File: config.mk
export PLATFORM = sky130hd
export DESIGN_NAME = overcurrent_trip_monitor
export DESIGN_NICKNAME = d
export VERILOG_FILES = /design/src/design/otm_pkg.sv /design/src/design/otm_cfg.sv /design/src/design/otm_lane.sv /design/src/design/otm_ctrl.sv /design/src/design/overcurrent_trip_monitor.sv
export SDC_FILE = /design/constraint.sdc
export NUM_CORES = 2
export LEC_CHECK = 0
export ABC_AREA = 1
export BUFFER_PORTS_ARGS = -buffer_cell sky130_fd_sc_hd__buf_4
export CORE_UTILIZATION = 60
export CTS_BUF_LIST = sky130_fd_sc_hd__clkbuf_2
export DETAILED_ROUTE_END_ITERATION = 12
export PLACE_DENSITY = 0.77
export SYNTH_ARGS = -nofsm -noshare
export SYNTH_HDL_FRONTEND = slang
export SYNTH_HIERARCHICAL = 1
export SYNTH_SLANG_ARGS = --single-unit
File: constraint.sdc
create_clock -name clk_i -period 8.9 [get_ports clk_i]
set_input_delay 1.78 -clock clk_i [delete_from_list [all_inputs] [get_ports clk_i]]
set_output_delay 1.78 -clock clk_i [all_outputs]
set_load 0.05 [all_outputs]
File: src/design/otm_pkg.sv
package otm_pkg;

  localparam int SAMPLE_BITS = 10;
  localparam int GAIN_W      = 8;
  localparam int PROD_W      = SAMPLE_BITS + GAIN_W;
  localparam int DIV_W       = 17;
  localparam int CMP_W       = (PROD_W > DIV_W) ? PROD_W : DIV_W;
  localparam int H_W         = 14;
  localparam int Q2_W        = 10;
  localparam int Q3_W        = 7;
  localparam int BCD_W       = 16;
  localparam int NUM_STAGES  = 5;
  localparam int ADDR_W      = 5;
  localparam int DATA_W      = 32;

  localparam logic [CMP_W-1:0] OVER_THR = CMP_W'(99990);
  // x/10 == (x * 52429) >> 19 holds exactly for x below 262144
  localparam logic [15:0]      RECIP10  = 16'd52429;
  localparam int               RECIP_SH = 19;

  localparam logic [2:0] REG_LIMIT_GAIN     = 3'd0;
  localparam logic [2:0] REG_POS_VOLT_GAIN  = 3'd1;
  localparam logic [2:0] REG_NEG_VOLT_GAIN  = 3'd2;
  localparam logic [2:0] REG_CURRENT_GAIN   = 3'd3;
  localparam logic [2:0] REG_REFRESH_PERIOD = 3'd4;

  localparam logic [7:0] RST_LIMIT_GAIN     = 8'd10;
  localparam logic [7:0] RST_VOLT_GAIN      = 8'd48;
  localparam logic [7:0] RST_CURRENT_GAIN   = 8'd10;
  localparam logic [7:0] RST_REFRESH_PERIOD = 8'd50;

  typedef struct packed {
    logic [GAIN_W-1:0] limit_gain;
    logic [GAIN_W-1:0] pos_volt_gain;
    logic [GAIN_W-1:0] neg_volt_gain;
    logic [GAIN_W-1:0] current_gain;
    logic [7:0]        refresh_period;
  } otm_cfg_t;

  typedef struct packed {
    logic relay_on;
    logic tripped;
    logic display_valid;
    logic refresh;
  } otm_ctrl_t;

  function automatic logic [DIV_W-1:0] div10(input logic [DIV_W-1:0] x);
    logic [DIV_W+15:0] m;
    m = (DIV_W+16)'(x) * (DIV_W+16)'(RECIP10);
    return DIV_W'(m >> RECIP_SH);
  endfunction

endpackage

File: src/design/otm_cfg.sv
module otm_cfg
  import otm_pkg::*;
(
  input  logic              clk_i,
  input  logic              rst_ni,
  input  logic              psel,
  input  logic              penable,
  input  logic              pwrite,
  input  logic [ADDR_W-1:0] paddr,
  input  logic [DATA_W-1:0] pwdata,
  output logic [DATA_W-1:0] prdata,
  output logic              pready,
  output otm_cfg_t          cfg_o
);

  otm_cfg_t   cfg_q, cfg_d;
  logic [2:0] idx;
  logic       wr;

  assign idx    = paddr[4:2];
  assign wr     = psel && penable && pwrite;
  assign pready = 1'b1;
  assign cfg_o  = cfg_q;

  always_comb begin
    cfg_d = cfg_q;
    if (wr) begin
      case (idx)
        REG_LIMIT_GAIN:     cfg_d.limit_gain     = pwdata[7:0];
        REG_POS_VOLT_GAIN:  cfg_d.pos_volt_gain  = pwdata[7:0];
        REG_NEG_VOLT_GAIN:  cfg_d.neg_volt_gain  = pwdata[7:0];
        REG_CURRENT_GAIN:   cfg_d.current_gain   = pwdata[7:0];
        REG_REFRESH_PERIOD: cfg_d.refresh_period = pwdata[7:0];
        default: ;
      endcase
    end
  end

  always_comb begin
    case (idx)
      REG_LIMIT_GAIN:     prdata = DATA_W'(cfg_q.limit_gain);
      REG_POS_VOLT_GAIN:  prdata = DATA_W'(cfg_q.pos_volt_gain);
      REG_NEG_VOLT_GAIN:  prdata = DATA_W'(cfg_q.neg_volt_gain);
      REG_CURRENT_GAIN:   prdata = DATA_W'(cfg_q.current_gain);
      REG_REFRESH_PERIOD: prdata = DATA_W'(cfg_q.refresh_period);
      default:            prdata = '0;
    endcase
  end

  always_ff @(posedge clk_i or negedge rst_ni) begin
    if (!rst_ni) begin
      cfg_q.limit_gain     <= RST_LIMIT_GAIN;
      cfg_q.pos_volt_gain  <= RST_VOLT_GAIN;
      cfg_q.neg_volt_gain  <= RST_VOLT_GAIN;
      cfg_q.current_gain   <= RST_CURRENT_GAIN;
      cfg_q.refresh_period <= RST_REFRESH_PERIOD;
    end else begin
      cfg_q <= cfg_d;
    end
  end

endmodule

File: src/design/otm_lane.sv
module otm_lane
  import otm_pkg::*;
(
  input  logic                   clk_i,
  input  logic [NUM_STAGES-1:0]  en_i,
  input  logic [SAMPLE_BITS-1:0] raw_i,
  input  logic [GAIN_W-1:0]      gain_i,
  output logic [PROD_W-1:0]      prod_o,
  output logic [BCD_W-1:0]       bcd_o,
  output logic                   over_o
);

  logic [PROD_W-1:0] prod_q;
  logic [H_W-1:0]    h_q, h_d;
  logic              over2_q, over3_q, over4_q, over5_q, over_d;
  logic [Q2_W-1:0]   q2_q, q2_d;
  logic [3:0]        d0_3_q, d0_4_q, d0_d;
  logic [Q3_W-1:0]   q3_q, q3_d;
  logic [3:0]        d1_q, d1_d;
  logic [BCD_W-1:0]  bcd_q, bcd_d;
  logic [DIV_W-1:0]  x, q_a, q_b, q_c;
  logic [H_W-1:0]    q2x;
  logic [Q2_W-1:0]   q3x;
  logic [Q3_W-1:0]   d3x;
  logic [3:0]        d2, d3;

  // stage 2: overload check and thousandths to hundredths
  always_comb begin
    over_d = CMP_W'(prod_q) > OVER_THR;
    x      = over_d ? '0 : DIV_W'(prod_q);
    q_a    = div10(x);
    h_d    = H_W'(q_a);
  end

  // stage 3: hundredths digit
  always_comb begin
    q_b  = div10(DIV_W'(h_q));
    q2_d = Q2_W'(q_b);
    q2x  = H_W'(q2_d);
    d0_d = 4'(h_q - ((q2x << 3) + (q2x << 1)));
  end

  // stage 4: tenths digit
  always_comb begin
    q_c  = div10(DIV_W'(q2_q));
    q3_d = Q3_W'(q_c);
    q3x  = Q2_W'(q3_d);
    d1_d = 4'(q2_q - ((q3x << 3) + (q3x << 1)));
  end

  // stage 5: units and tens
  always_comb begin
    d3    = 4'(div10(DIV_W'(q3_q)));
    d3x   = Q3_W'(d3);
    d2    = 4'(q3_q - ((d3x << 3) + (d3x << 1)));
    bcd_d = {d3, d2, d1_q, d0_4_q};
  end

  always_ff @(posedge clk_i) begin
    if (en_i[0]) begin
      prod_q <= PROD_W'(raw_i) * PROD_W'(gain_i);
    end
    if (en_i[1]) begin
      h_q     <= h_d;
      over2_q <= over_d;
    end
    if (en_i[2]) begin
      q2_q    <= q2_d;
      d0_3_q  <= d0_d;
      over3_q <= over2_q;
    end
    if (en_i[3]) begin
      q3_q    <= q3_d;
      d1_q    <= d1_d;
      d0_4_q  <= d0_3_q;
      over4_q <= over3_q;
    end
    if (en_i[4]) begin
      bcd_q   <= bcd_d;
      over5_q <= over4_q;
    end
  end

  assign prod_o = prod_q;
  assign bcd_o  = bcd_q;
  assign over_o = over5_q;

endmodule

File: src/design/otm_ctrl.sv
module otm_ctrl
  import otm_pkg::*;
(
  input  logic                  clk_i,
  input  logic                  rst_ni,
  input  logic [NUM_STAGES-1:0] en_i,
  input  logic                  kind_i,
  input  logic [PROD_W-1:0]     lim_prod_i,
  input  logic [PROD_W-1:0]     cur_prod_i,
  input  logic [7:0]            refresh_period_i,
  output otm_ctrl_t             ctrl_o
);

  logic      kind_q;
  logic      latch_q, latch_d;
  logic [7:0] cnt_q, cnt_d, cnt_inc;
  logic      trip;
  otm_ctrl_t c_d, c2_q, c3_q, c4_q, c5_q;

  always_comb begin
    latch_d = latch_q;
    cnt_d   = cnt_q;
    cnt_inc = cnt_q + 8'd1;
    trip    = cur_prod_i > lim_prod_i;
    c_d     = '0;
    if (kind_q) begin
      latch_d    = 1'b0;
      c_d.relay_on = 1'b1;
    end else if (latch_q) begin
      c_d.tripped = 1'b1;
    end else begin
      cnt_d             = (cnt_inc >= refresh_period_i) ? 8'd0 : cnt_inc;
      latch_d           = trip;
      c_d.relay_on      = !trip;
      c_d.tripped       = trip;
      c_d.display_valid = 1'b1;
      c_d.refresh       = (cnt_q == 8'd0) || trip;
    end
  end

  always_ff @(posedge clk_i or negedge rst_ni) begin
    if (!rst_ni) begin
      latch_q <= 1'b0;
      cnt_q   <= 8'd0;
    end else if (en_i[1]) begin
      latch_q <= latch_d;
      cnt_q   <= cnt_d;
    end
  end

  always_ff @(posedge clk_i) begin
    if (en_i[0]) kind_q <= kind_i;
    if (en_i[1]) c2_q <= c_d;
    if (en_i[2]) c3_q <= c2_q;
    if (en_i[3]) c4_q <= c3_q;
    if (en_i[4]) c5_q <= c4_q;
  end

  assign ctrl_o = c5_q;

endmodule

File: src/design/overcurrent_trip_monitor.sv
// Channel   Direction  Handshake                  Payload
// input     in         in_valid_i / in_stall_o    kind_i, four *_raw_i readings
// output    out        out_valid_o / out_stall_i  relay/trip/refresh flags, four BCD + over
// config    in         APB psel/penable/pwrite    five 8-bit registers at 4*i
//
// Five-stage pipeline, one transaction per cycle unless out_stall_i holds it; out_valid_o
// marks a result in stage 5. Trip latch and refresh counter update in stage 2, in order.
// Each stage holds while the next one is full and stalled, so bubbles fill under stall.
// Reset clears valid bits, trip latch and refresh counter and loads register defaults.
module overcurrent_trip_monitor
  import otm_pkg::*;
(
  input  logic                   clk_i,
  input  logic                   rst_ni,
  input  logic                   in_valid_i,
  output logic                   in_stall_o,
  input  logic                   kind_i,
  input  logic [SAMPLE_BITS-1:0] limit_raw_i,
  input  logic [SAMPLE_BITS-1:0] pos_volt_raw_i,
  input  logic [SAMPLE_BITS-1:0] neg_volt_raw_i,
  input  logic [SAMPLE_BITS-1:0] current_raw_i,
  output logic                   out_valid_o,
  input  logic                   out_stall_i,
  output logic                   relay_on_o,
  output logic                   tripped_o,
  output logic                   display_valid_o,
  output logic                   refresh_o,
  output logic [BCD_W-1:0]       limit_bcd_o,
  output logic                   limit_over_o,
  output logic [BCD_W-1:0]       pos_volt_bcd_o,
  output logic                   pos_volt_over_o,
  output logic [BCD_W-1:0]       neg_volt_bcd_o,
  output logic                   neg_volt_over_o,
  output logic [BCD_W-1:0]       current_bcd_o,
  output logic                   current_over_o,
  input  logic                   psel,
  input  logic                   penable,
  input  logic                   pwrite,
  input  logic [ADDR_W-1:0]      paddr,
  input  logic [DATA_W-1:0]      pwdata,
  output logic [DATA_W-1:0]      prdata,
  output logic                   pready
);

  otm_cfg_t              cfg;
  otm_ctrl_t             ctrl;
  logic [NUM_STAGES-1:0] v_q, v_d, rdy, en, v_prev;
  logic [PROD_W-1:0]     lim_prod, pv_prod, nv_prod, cur_prod;
  logic [BCD_W-1:0]      lim_bcd, pv_bcd, nv_bcd, cur_bcd;
  logic                  lim_over, pv_over, nv_over, cur_over;

  always_comb begin
    v_prev = {v_q[NUM_STAGES-2:0], in_valid_i};
    rdy[NUM_STAGES-1] = !v_q[NUM_STAGES-1] || !out_stall_i;
    for (int k = NUM_STAGES - 2; k >= 0; k--) begin
      rdy[k] = !v_q[k] || rdy[k+1];
    end
    en  = rdy & v_prev;
    v_d = v_q;
    for (int k = 0; k < NUM_STAGES; k++) begin
      if (rdy[k]) v_d[k] = v_prev[k];
    end
  end

  always_ff @(posedge clk_i or negedge rst_ni) begin
    if (!rst_ni) begin
      v_q <= '0;
    end else begin
      v_q <= v_d;
    end
  end

  assign in_stall_o  = !rdy[0];
  assign out_valid_o = v_q[NUM_STAGES-1];

  otm_cfg u_cfg (
    .clk_i   (clk_i),
    .rst_ni  (rst_ni),
    .psel    (psel),
    .penable (penable),
    .pwrite  (pwrite),
    .paddr   (paddr),
    .pwdata  (pwdata),
    .prdata  (prdata),
    .pready  (pready),
    .cfg_o   (cfg)
  );

  otm_lane u_lane_lim (
    .clk_i  (clk_i),
    .en_i   (en),
    .raw_i  (limit_raw_i),
    .gain_i (cfg.limit_gain),
    .prod_o (lim_prod),
    .bcd_o  (lim_bcd),
    .over_o (lim_over)
  );

  otm_lane u_lane_pv (
    .clk_i  (clk_i),
    .en_i   (en),
    .raw_i  (pos_volt_raw_i),
    .gain_i (cfg.pos_volt_gain),
    .prod_o (pv_prod),
    .bcd_o  (pv_bcd),
    .over_o (pv_over)
  );

  otm_lane u_lane_nv (
    .clk_i  (clk_i),
    .en_i   (en),
    .raw_i  (neg_volt_raw_i),
    .gain_i (cfg.neg_volt_gain),
    .prod_o (nv_prod),
    .bcd_o  (nv_bcd),
    .over_o (nv_over)
  );

  otm_lane u_lane_cur (
    .clk_i  (clk_i),
    .en_i   (en),
    .raw_i  (current_raw_i),
    .gain_i (cfg.current_gain),
    .prod_o (cur_prod),
    .bcd_o  (cur_bcd),
    .over_o (cur_over)
  );

  otm_ctrl u_ctrl (
    .clk_i            (clk_i),
    .rst_ni           (rst_ni),
    .en_i             (en),
    .kind_i           (kind_i),
    .lim_prod_i       (lim_prod),
    .cur_prod_i       (cur_prod),
    .refresh_period_i (cfg.refresh_period),
    .ctrl_o           (ctrl)
  );

  // readouts only carry data for displayed samples
  assign relay_on_o      = ctrl.relay_on;
  assign tripped_o       = ctrl.tripped;
  assign display_valid_o = ctrl.display_valid;
  assign refresh_o       = ctrl.refresh;
  assign limit_bcd_o     = lim_bcd & {BCD_W{ctrl.display_valid}};
  assign pos_volt_bcd_o  = pv_bcd & {BCD_W{ctrl.display_valid}};
  assign neg_volt_bcd_o  = nv_bcd & {BCD_W{ctrl.display_valid}};
  assign current_bcd_o   = cur_bcd & {BCD_W{ctrl.display_valid}};
  assign limit_over_o    = lim_over && ctrl.display_valid;
  assign pos_volt_over_o = pv_over && ctrl.display_valid;
  assign neg_volt_over_o = nv_over && ctrl.display_valid;
  assign current_over_o  = cur_over && ctrl.display_valid;

  // pos/neg products feed only the readout path
  logic unused_prod;
  assign unused_prod = ^{pv_prod, nv_prod};

endmodule

## Word-level counts from Yosys, hierarchy flattened

Index checks and enable logic that the tools add are counted.
Widths: inputs -> output; s select.

- Bits of input ports: 85
- Output and inout port bits: 107
- Word-level logic and storage cells: 178
- Bits in read-only memories: 0
- Memories kept: 0
- Flip-flop bits (word level): 395
- Latch bits: 0
- Bits in writable memories: 0

- Magnitude comparators: 6
- Reductions and logical operators: 29
- Multiplexer cells: 10
- Multiply operators: 20
- Divide/modulo/power cells: 0
- Add/subtract/negate cells: 25
- Bitwise logic cells: 7
- Eq/ne operators: 4
- Shift operators: 0

Operators by type and width:

| kind | count |
|---|---|
| $mul 17x16->33 const B | 4 |
| $mul 14x16->29 const B | 4 |
| $mul 10x16->26 const B | 4 |
| $mul 7x16->23 const B | 4 |
| $gt 18x17->1 const B | 4 |
| $mul 10x8->18 | 4 |
| $mux 17 | 4 |
| $and 16x16->16 | 4 |
| $add 4x4->4 | 12 |
| $sub 4x4->4 | 12 |
| $pmux 8 s5 | 1 |
| $gt 18x18->1 | 1 |
| $reduce_and 2->1 | 5 |
| $add 8x1->8 const B | 1 |
| $ge 8x8->1 | 1 |
| $logic_not 1->1 | 8 |
| $logic_not 8->1 | 1 |
| $mux 8 | 1 |
| $eq 3x2->1 const B | 2 |
| $logic_and 1x1->1 | 6 |
| $logic_or 1x1->1 | 6 |
| $and 5x5->5 | 1 |
| $eq 3x1->1 const B | 1 |
| $eq 3x3->1 const B | 1 |
| 6 further kinds | 9 |

## Longest topological paths before layout

- Depth in word-level cells: 8
- Depth in mapped cells: 35
- Mapped depth without buffers: 34

## Hierarchy

Netlist, hierarchy kept.

By module, submodules not included:

| module | cells an instance | instances | sequential area each (sq um) | area each (sq um) |
|---|---|---|---|---|
| otm_lane (u_lane_cur) | 2035 | 1 | 2432.3 | 17928.4 |
| otm_lane (u_lane_lim) | 2001 | 1 | 2432.3 | 17737.0 |
| otm_lane (u_lane_pv) | 1944 | 1 | 2432.3 | 17591.9 |
| otm_lane (u_lane_nv) | 1941 | 1 | 2432.3 | 17506.8 |
| otm_cfg | 285 | 1 | 1014.7 | 2253.4 |
| otm_ctrl | 205 | 1 | 735.7 | 1795.5 |
| overcurrent_trip_monitor | 174 | 1 | 125.1 | 808.3 |

## Worst setup path before layout

Ideal clock, no wire load.

- Kind: in2reg
- Start: in out_stall_i
- End: reg u_ctrl.cnt_q[2]
- Stages: 10
- Path buffers: 1
- Slack: 2.403 ns
- Arrival time: 6.411 ns
- Setup time: 0.086 ns
- Required time: 8.814 ns
- Cell sequence: nand2_1 inv_1 nand2_2 nor2_2 a21oi_1 nand2_1 inv_1 buf_4 nand2_1 o21ai_0

- Longest elaborated chain between the ends: 7

Ends and longest elaborated chain:

| what | RTL line | source |
|---|---|---|
| start, declared | overcurrent_trip_monitor.sv:23 | `input logic out_stall_i,` |
| $logic_not 1->1 | overcurrent_trip_monitor.sv:54 | `rdy[NUM_STAGES-1] = !v_q[NUM_STAGES-1] \|\| !out_stall_i;` |
| $logic_or 1x1->1 | overcurrent_trip_monitor.sv:54 |  |
| $logic_or 1x1->1 (3 in series) | overcurrent_trip_monitor.sv:56 | `rdy[k] = !v_q[k] \|\| rdy[k+1];` |
| $and 5x5->5 | overcurrent_trip_monitor.sv:58 | `en = rdy & v_prev;` |
| via en[1] | overcurrent_trip_monitor.sv:47 | `logic [NUM_STAGES-1:0] v_q, v_d, rdy, en, v_prev;` |
| $reduce_and 3->1 (no line) | -- |  |
| end signal, assigned | otm_ctrl.sv:47 | `cnt_q <= cnt_d;` |
| end, declared | otm_ctrl.sv:16 | `logic [7:0] cnt_q, cnt_d, cnt_inc;` |

The timed path passes the listed nets, and every way through them passes these cells.
A chain may end at the register's enable or synchronous reset.

## Worst setup path in the final report

- Start: reg u_lane_lim.prod_q[15], in the netlist u_lane_lim/prod_o[15]
- End: reg u_lane_lim.h_q[7] (data pin)

- Longest elaborated chain between the ends: 3

Ends and longest elaborated chain:

| what | RTL line | source |
|---|---|---|
| start, declared | otm_lane.sv:13 | `logic [PROD_W-1:0] prod_q;` |
| start signal, assigned | otm_lane.sv:61 | `prod_q <= PROD_W'(raw_i) * PROD_W'(gain_i);` |
| $gt 18x17->1 | otm_lane.sv:29 | `over_d = CMP_W'(prod_q) > OVER_THR;` |
| $mux 17 * | otm_lane.sv:30 | `x = over_d ? '0 : DIV_W'(prod_q);` |
| $mul 17x16->33 * | otm_pkg.sv:49 | `m = (DIV_W+16)'(x) * (DIV_W+16)'(RECIP10);` |
| via u_lane_lim.h_d[7] | otm_lane.sv:14 | `logic [H_W-1:0] h_q, h_d;` |
| end signal, assigned | otm_lane.sv:64 | `h_q <= h_d;` |
| end, declared | otm_lane.sv:14 |  |

The timed path passes the listed nets; every way through them passes the cells marked *.

==> results <==
- The CTS buffer count is 107.
- CTS saw 395 sinks.
- The met3 wire length is 6859 µm.
- After synthesis the netlist holds a flip-flop and latch count of 395.
- The number of antenna violations at the first check in global routing is 3.
- The height of the die is 357.0 µm.
- Buffers placed on the I/O ports in this run total 140.
- The count of fill cells added during filler insertion is 10280.
- Once the clock tree was built, the resizer swapped 0 gates to a different size.
- The cell count after synthesis came out at 8585.
- The time the final worst path needs with I/O delays and setup is 7020 ps.
- The worst setup path is launched from a flop.
- Data on the critical path arrives at its endpoint at 8150 ps.
- TritonCTS built the clock tree.
- The most used flip-flop cell after synthesis is sky130_fd_sc_hd__edfxtp_1.
- Setup repair after global routing left no endpoint under its margin.
- The standard cell core area is 124300 µm².
- The total global-route track usage is 0.2695.
- The transition time of the tightest slew-check pin is 1127 ps.
- The number of rows created at floorplan is 129.
- After routing the design area is 79400 µm².
- After legalization and detailed placement, the total HPWL measured 144400 µm.
- After the first detailed-routing iteration, the DRC count stood at 3062.
- The insertion delay of the later-clocked pin in the worst-skew pair is 1400 ps.
- Compared with the post-synthesis result, the final layout area differs by 5.003%.
- The weighted congestion reported at the end of routability-driven placement is 0.9707.
- The Yosys warning count is 6.
- The largest individual stage delay along the critical path comes from the cell sky130_fd_sc_hd__nor4_1.
- The path type of the worst setup path is reg2reg.
- The top fanout value on the critical path is 14.
- The final number of hold-violating endpoints is 0.
- The floorplan step defined a die boundary enclosing 127500 µm².
- 192 I/O pins were placed.
- For this run, the slowest stage of the critical path takes 660 ps.
- At the end of the flow the core is filled with cells to 0.6389.
- The number of H-tree levels is 3.
- The fmax is 0.1425 GHz.
- The post-synthesis average cell area is 8.809 µm².
- The placed instances occupy a cell area of 78290 µm².
- The first-pass GRT wire length is 279600 µm.
- The clock arrives with 143.6 ps of skew.
- The largest net degree at the start of global routing is 74.
- Setup violations remaining at the end of the flow were counted as 0.
- The highest layer touched by signal routing is met4.
- Headroom to the max-slew limit came out at 0.2487.
- The via count of the first global-routing pass is 58170.
- The required time of the worst setup path is 10030 ps.
- The met1 wire length is 75180 µm.
- The sequential element share of the synthesized area is 0.1535.
- The total wire length after detailed routing is 166900 µm.
- Clock-pin slew was measured on the worst setup and hold paths at 140 ps.
- The maximum clock path buffer count is 3.
- The number of hold buffers added after CTS was 0.
- In this run, synthesis inferred 341 flip-flops with an integrated enable.
- Together, buffers and inverters on the worst path number 6.
- In the finished design, the share of the clock period the worst path needs comes to 0.7887.
- After detailed routing, the average wire length per cell comes to 15.93 µm.
- In this run the remaining antenna-violating nets after routing total 0.
- The fraction of synthesis flops using an asynchronous set or reset pin is 0.1367.
- Summed over all layers, the global routing overflow is 0.
- In this run the horizontal extent of the chip is 357.0 µm.
- The capturing element type of the critical path is a flop.
- The kind of cell with the highest combined delay along the critical path is adder cells.
- After synthesis, the netlist uses 74 different library cells.
- The effective utilization at floorplan is 0.6085.
- The number of max-cap violations is 0.
- The number of setup buffers added after CTS is 0.
- Summing every instance area after synthesis gives 75620 µm².
- Hold is met by 328.8 ps.
- For the final routed database, the setup TNS stands at 0 ps.
- The clock root buffer master is sky130_fd_sc_hd__clkbuf_2.
- The pre-antenna-repair detailed-routing pass consisted of 6 iterations.
- The classification of the worst-slack hold path is reg2reg.
- The final route contains 55750 vias.
- After detailed routing, the number of remaining DRC violations is 0.
- Using the TritonRoute via totals, the vias-per-cell ratio works out to 5.321.
- For this run, the post-layout net count is 11360.
- Of the cells placed in the final design, the portion with a size suffix greater than 1 is 0.05751.
- The count of pins over their slew limit came to 0.
- The run finished with clean final reports.
- Detailed routing placed a total of 80070 µm of wire on met2.
[area by class of cell]
type                       count  area (µm²)  area share
tap                         1637        2048     0.02579
sequential                   395       11600      0.1461
multi-input combinational   5905       55290      0.6963
antenna                        7       17.52   0.0002206
timing repair buffer         149        1119     0.01409
inverter                    2188        8227      0.1036
clock inverter                44       332.8    0.004191
clock buffer                 153       765.7    0.009643
[through the flow]
stage                     cells  setup WS (ps)
after floorplan            8608           2403
after global placement    10270           1967
after detailed placement  10270           1893
after CTS                 10470           1883
after global routing      10480           1350
final                     10480           1880
[per-layer routing]
layer,vias to the layer above,track usage
met4,0,0.08154
met1,26790,0.3536
li1,27430,-
met2,1214,0.4657
met5,-,0
met3,320,0.03265
[sequential cells by signal (all words and copies together), names as in the netlist, 8 cells and up]
register / count
u_lane_lim/h_q: 14
u_ctrl/cnt_q: 8
u_lane_pv/bcd_o: 16
u_lane_nv/h_q: 14
u_lane_nv/bcd_o: 16
u_lane_cur/prod_o: 18
u_lane_cur/h_q: 14
u_lane_pv/prod_o: 18
u_lane_nv/q2_q: 10
u_lane_cur/q2_q: 10
u_lane_pv/h_q: 14
u_lane_lim/bcd_o: 16
u_lane_nv/prod_o: 18
u_lane_lim/q2_q: 10
u_lane_cur/bcd_o: 16
u_lane_lim/prod_o: 18
u_lane_pv/q2_q: 10
u_cfg/cfg_o: 40
[synthesized netlist by cell type, drive strengths merged (3+ instances only)]
cell    number  area (µm²)
o311ai       3       26.28
nand4       77       506.7
o21ai      240        1220
nor3        63       355.3
inv       2186        8215
fa         916       18340
a311oi       3       26.28
a21o        30       225.2
edfxtp     341       10240
a31o         3       26.28
a21boi      13       97.59
nand3      224        1244
o31ai        8       60.06
xor2       152        1354
nand2     1444        5525
o22ai        5       31.28
a21oi      394        1994
xnor2       85       759.5
and2         5       33.78
and3        13       81.33
a31oi       30       187.7
nor2       399        1670
clkbuf      63       236.5
buf         57       377.9
dfrtp       43        1076
or2         16       100.1
o211ai      15       112.6
o221ai       6       52.55
o21bai      28       210.2
a221oi       3       26.28
dfstp       11       289.0
nand3b      12       90.09
o21a        31       232.7
a211oi      15       112.6
nor3b        3       38.79
ha        1616       20220
nor4        24       171.4
[worst register-to-register path: stages, from the launching register on]
cell                       delay [ps]
sky130_fd_sc_hd__edfxtp_1         400
sky130_fd_sc_hd__inv_1            120
sky130_fd_sc_hd__nor2_1            50
sky130_fd_sc_hd__nand2_1          100
sky130_fd_sc_hd__nor2_1            70
sky130_fd_sc_hd__nand3_1          100
sky130_fd_sc_hd__nand3_2          130
sky130_fd_sc_hd__nand2_1          140
sky130_fd_sc_hd__inv_2            120
sky130_fd_sc_hd__nor2_1           470
sky130_fd_sc_hd__ha_1             400
sky130_fd_sc_hd__fa_1             550
sky130_fd_sc_hd__inv_1             60
sky130_fd_sc_hd__fa_1             520
sky130_fd_sc_hd__fa_1             560
sky130_fd_sc_hd__inv_1             60
sky130_fd_sc_hd__fa_1             540
sky130_fd_sc_hd__inv_1             60
sky130_fd_sc_hd__fa_1             530
sky130_fd_sc_hd__inv_1             40
sky130_fd_sc_hd__ha_1             400
sky130_fd_sc_hd__nand2_1          140
sky130_fd_sc_hd__nor4_1           660
sky130_fd_sc_hd__a21boi_0         220
sky130_fd_sc_hd__nand2_2          160
sky130_fd_sc_hd__nand2_1           60
sky130_fd_sc_hd__nand2_1           70
sky130_fd_sc_hd__xor2_1            60
[cell usage in the layout (no fill, tap or decap), types with 11 or more instances in the layout]
cell / instances
sky130_fd_sc_hd__nand3b_1: 12
sky130_fd_sc_hd__o21ai_1: 53
sky130_fd_sc_hd__nand2_1: 1412
sky130_fd_sc_hd__dfstp_2: 11
sky130_fd_sc_hd__o21ai_0: 182
sky130_fd_sc_hd__and3_1: 13
sky130_fd_sc_hd__nor2_2: 20
sky130_fd_sc_hd__nor3_1: 55
sky130_fd_sc_hd__nand3_2: 17
sky130_fd_sc_hd__inv_1: 2152
sky130_fd_sc_hd__xor2_1: 149
sky130_fd_sc_hd__nand2_2: 27
sky130_fd_sc_hd__fa_1: 916
sky130_fd_sc_hd__a31oi_1: 30
sky130_fd_sc_hd__o21bai_1: 28
sky130_fd_sc_hd__nand4_1: 73
sky130_fd_sc_hd__buf_4: 149
sky130_fd_sc_hd__inv_2: 30
sky130_fd_sc_hd__a211oi_1: 15
sky130_fd_sc_hd__edfxtp_1: 341
sky130_fd_sc_hd__a21o_1: 30
sky130_fd_sc_hd__xnor2_1: 83
sky130_fd_sc_hd__clkbuf_2: 153
sky130_fd_sc_hd__o211ai_1: 15
sky130_fd_sc_hd__dfrtp_1: 43
sky130_fd_sc_hd__conb_1: 25
sky130_fd_sc_hd__nor2_4: 14
sky130_fd_sc_hd__clkinv_1: 21
sky130_fd_sc_hd__nor4_1: 22
sky130_fd_sc_hd__nand3_1: 204
sky130_fd_sc_hd__clkinv_2: 18
sky130_fd_sc_hd__a21oi_1: 389
sky130_fd_sc_hd__ha_1: 1616
sky130_fd_sc_hd__or2_2: 12
sky130_fd_sc_hd__nor2_1: 363
sky130_fd_sc_hd__o21a_1: 31
[cell families after synthesis]
| family | count (synthesis) | synth area share |
|---|---|---|
| other | 2 | 0.00009931 |
| adders and majority gates | 2532 | 0.5099 |
| DFF | 395 | 0.1535 |
| AOI/OAI and AO/OA | 831 | 0.06193 |
| buffers and inverters | 2308 | 0.1169 |
| and+or+nand+nor | 2280 | 0.1298 |
| xor gates and xnor gates | 237 | 0.02795 |
[path summary, 6_finish.rpt]
path / from / to / slack, ps / depth (start not counted)
hold / removal: u_ctrl/c4_q[2]$_DFFE_PP_ / u_ctrl/ctrl_o[2]$_DFFE_PP_ / 330 / 0
setup reg to reg: u_lane_lim/prod_o[15]$_DFFE_PP_ / u_lane_lim/h_q[7]$_DFFE_PP_ / 1880 / 27
min in group asynchronous: rst_ni / u_cfg/cfg_o[14]$_DFFE_PN0P_ / 470 / 1
setup / recovery: u_lane_lim/prod_o[15]$_DFFE_PP_ / u_lane_lim/h_q[7]$_DFFE_PP_ / 1880 / 27
hold reg to reg: u_ctrl/c4_q[2]$_DFFE_PP_ / u_ctrl/ctrl_o[2]$_DFFE_PP_ / 330 / 0
max in group asynchronous: rst_ni / u_ctrl/latch_q$_DFFE_PN0P_ / 7770 / 1
Power is not shown: default switching activity piles up to over one toggle a cycle in this logic, so the estimate is an artifact.
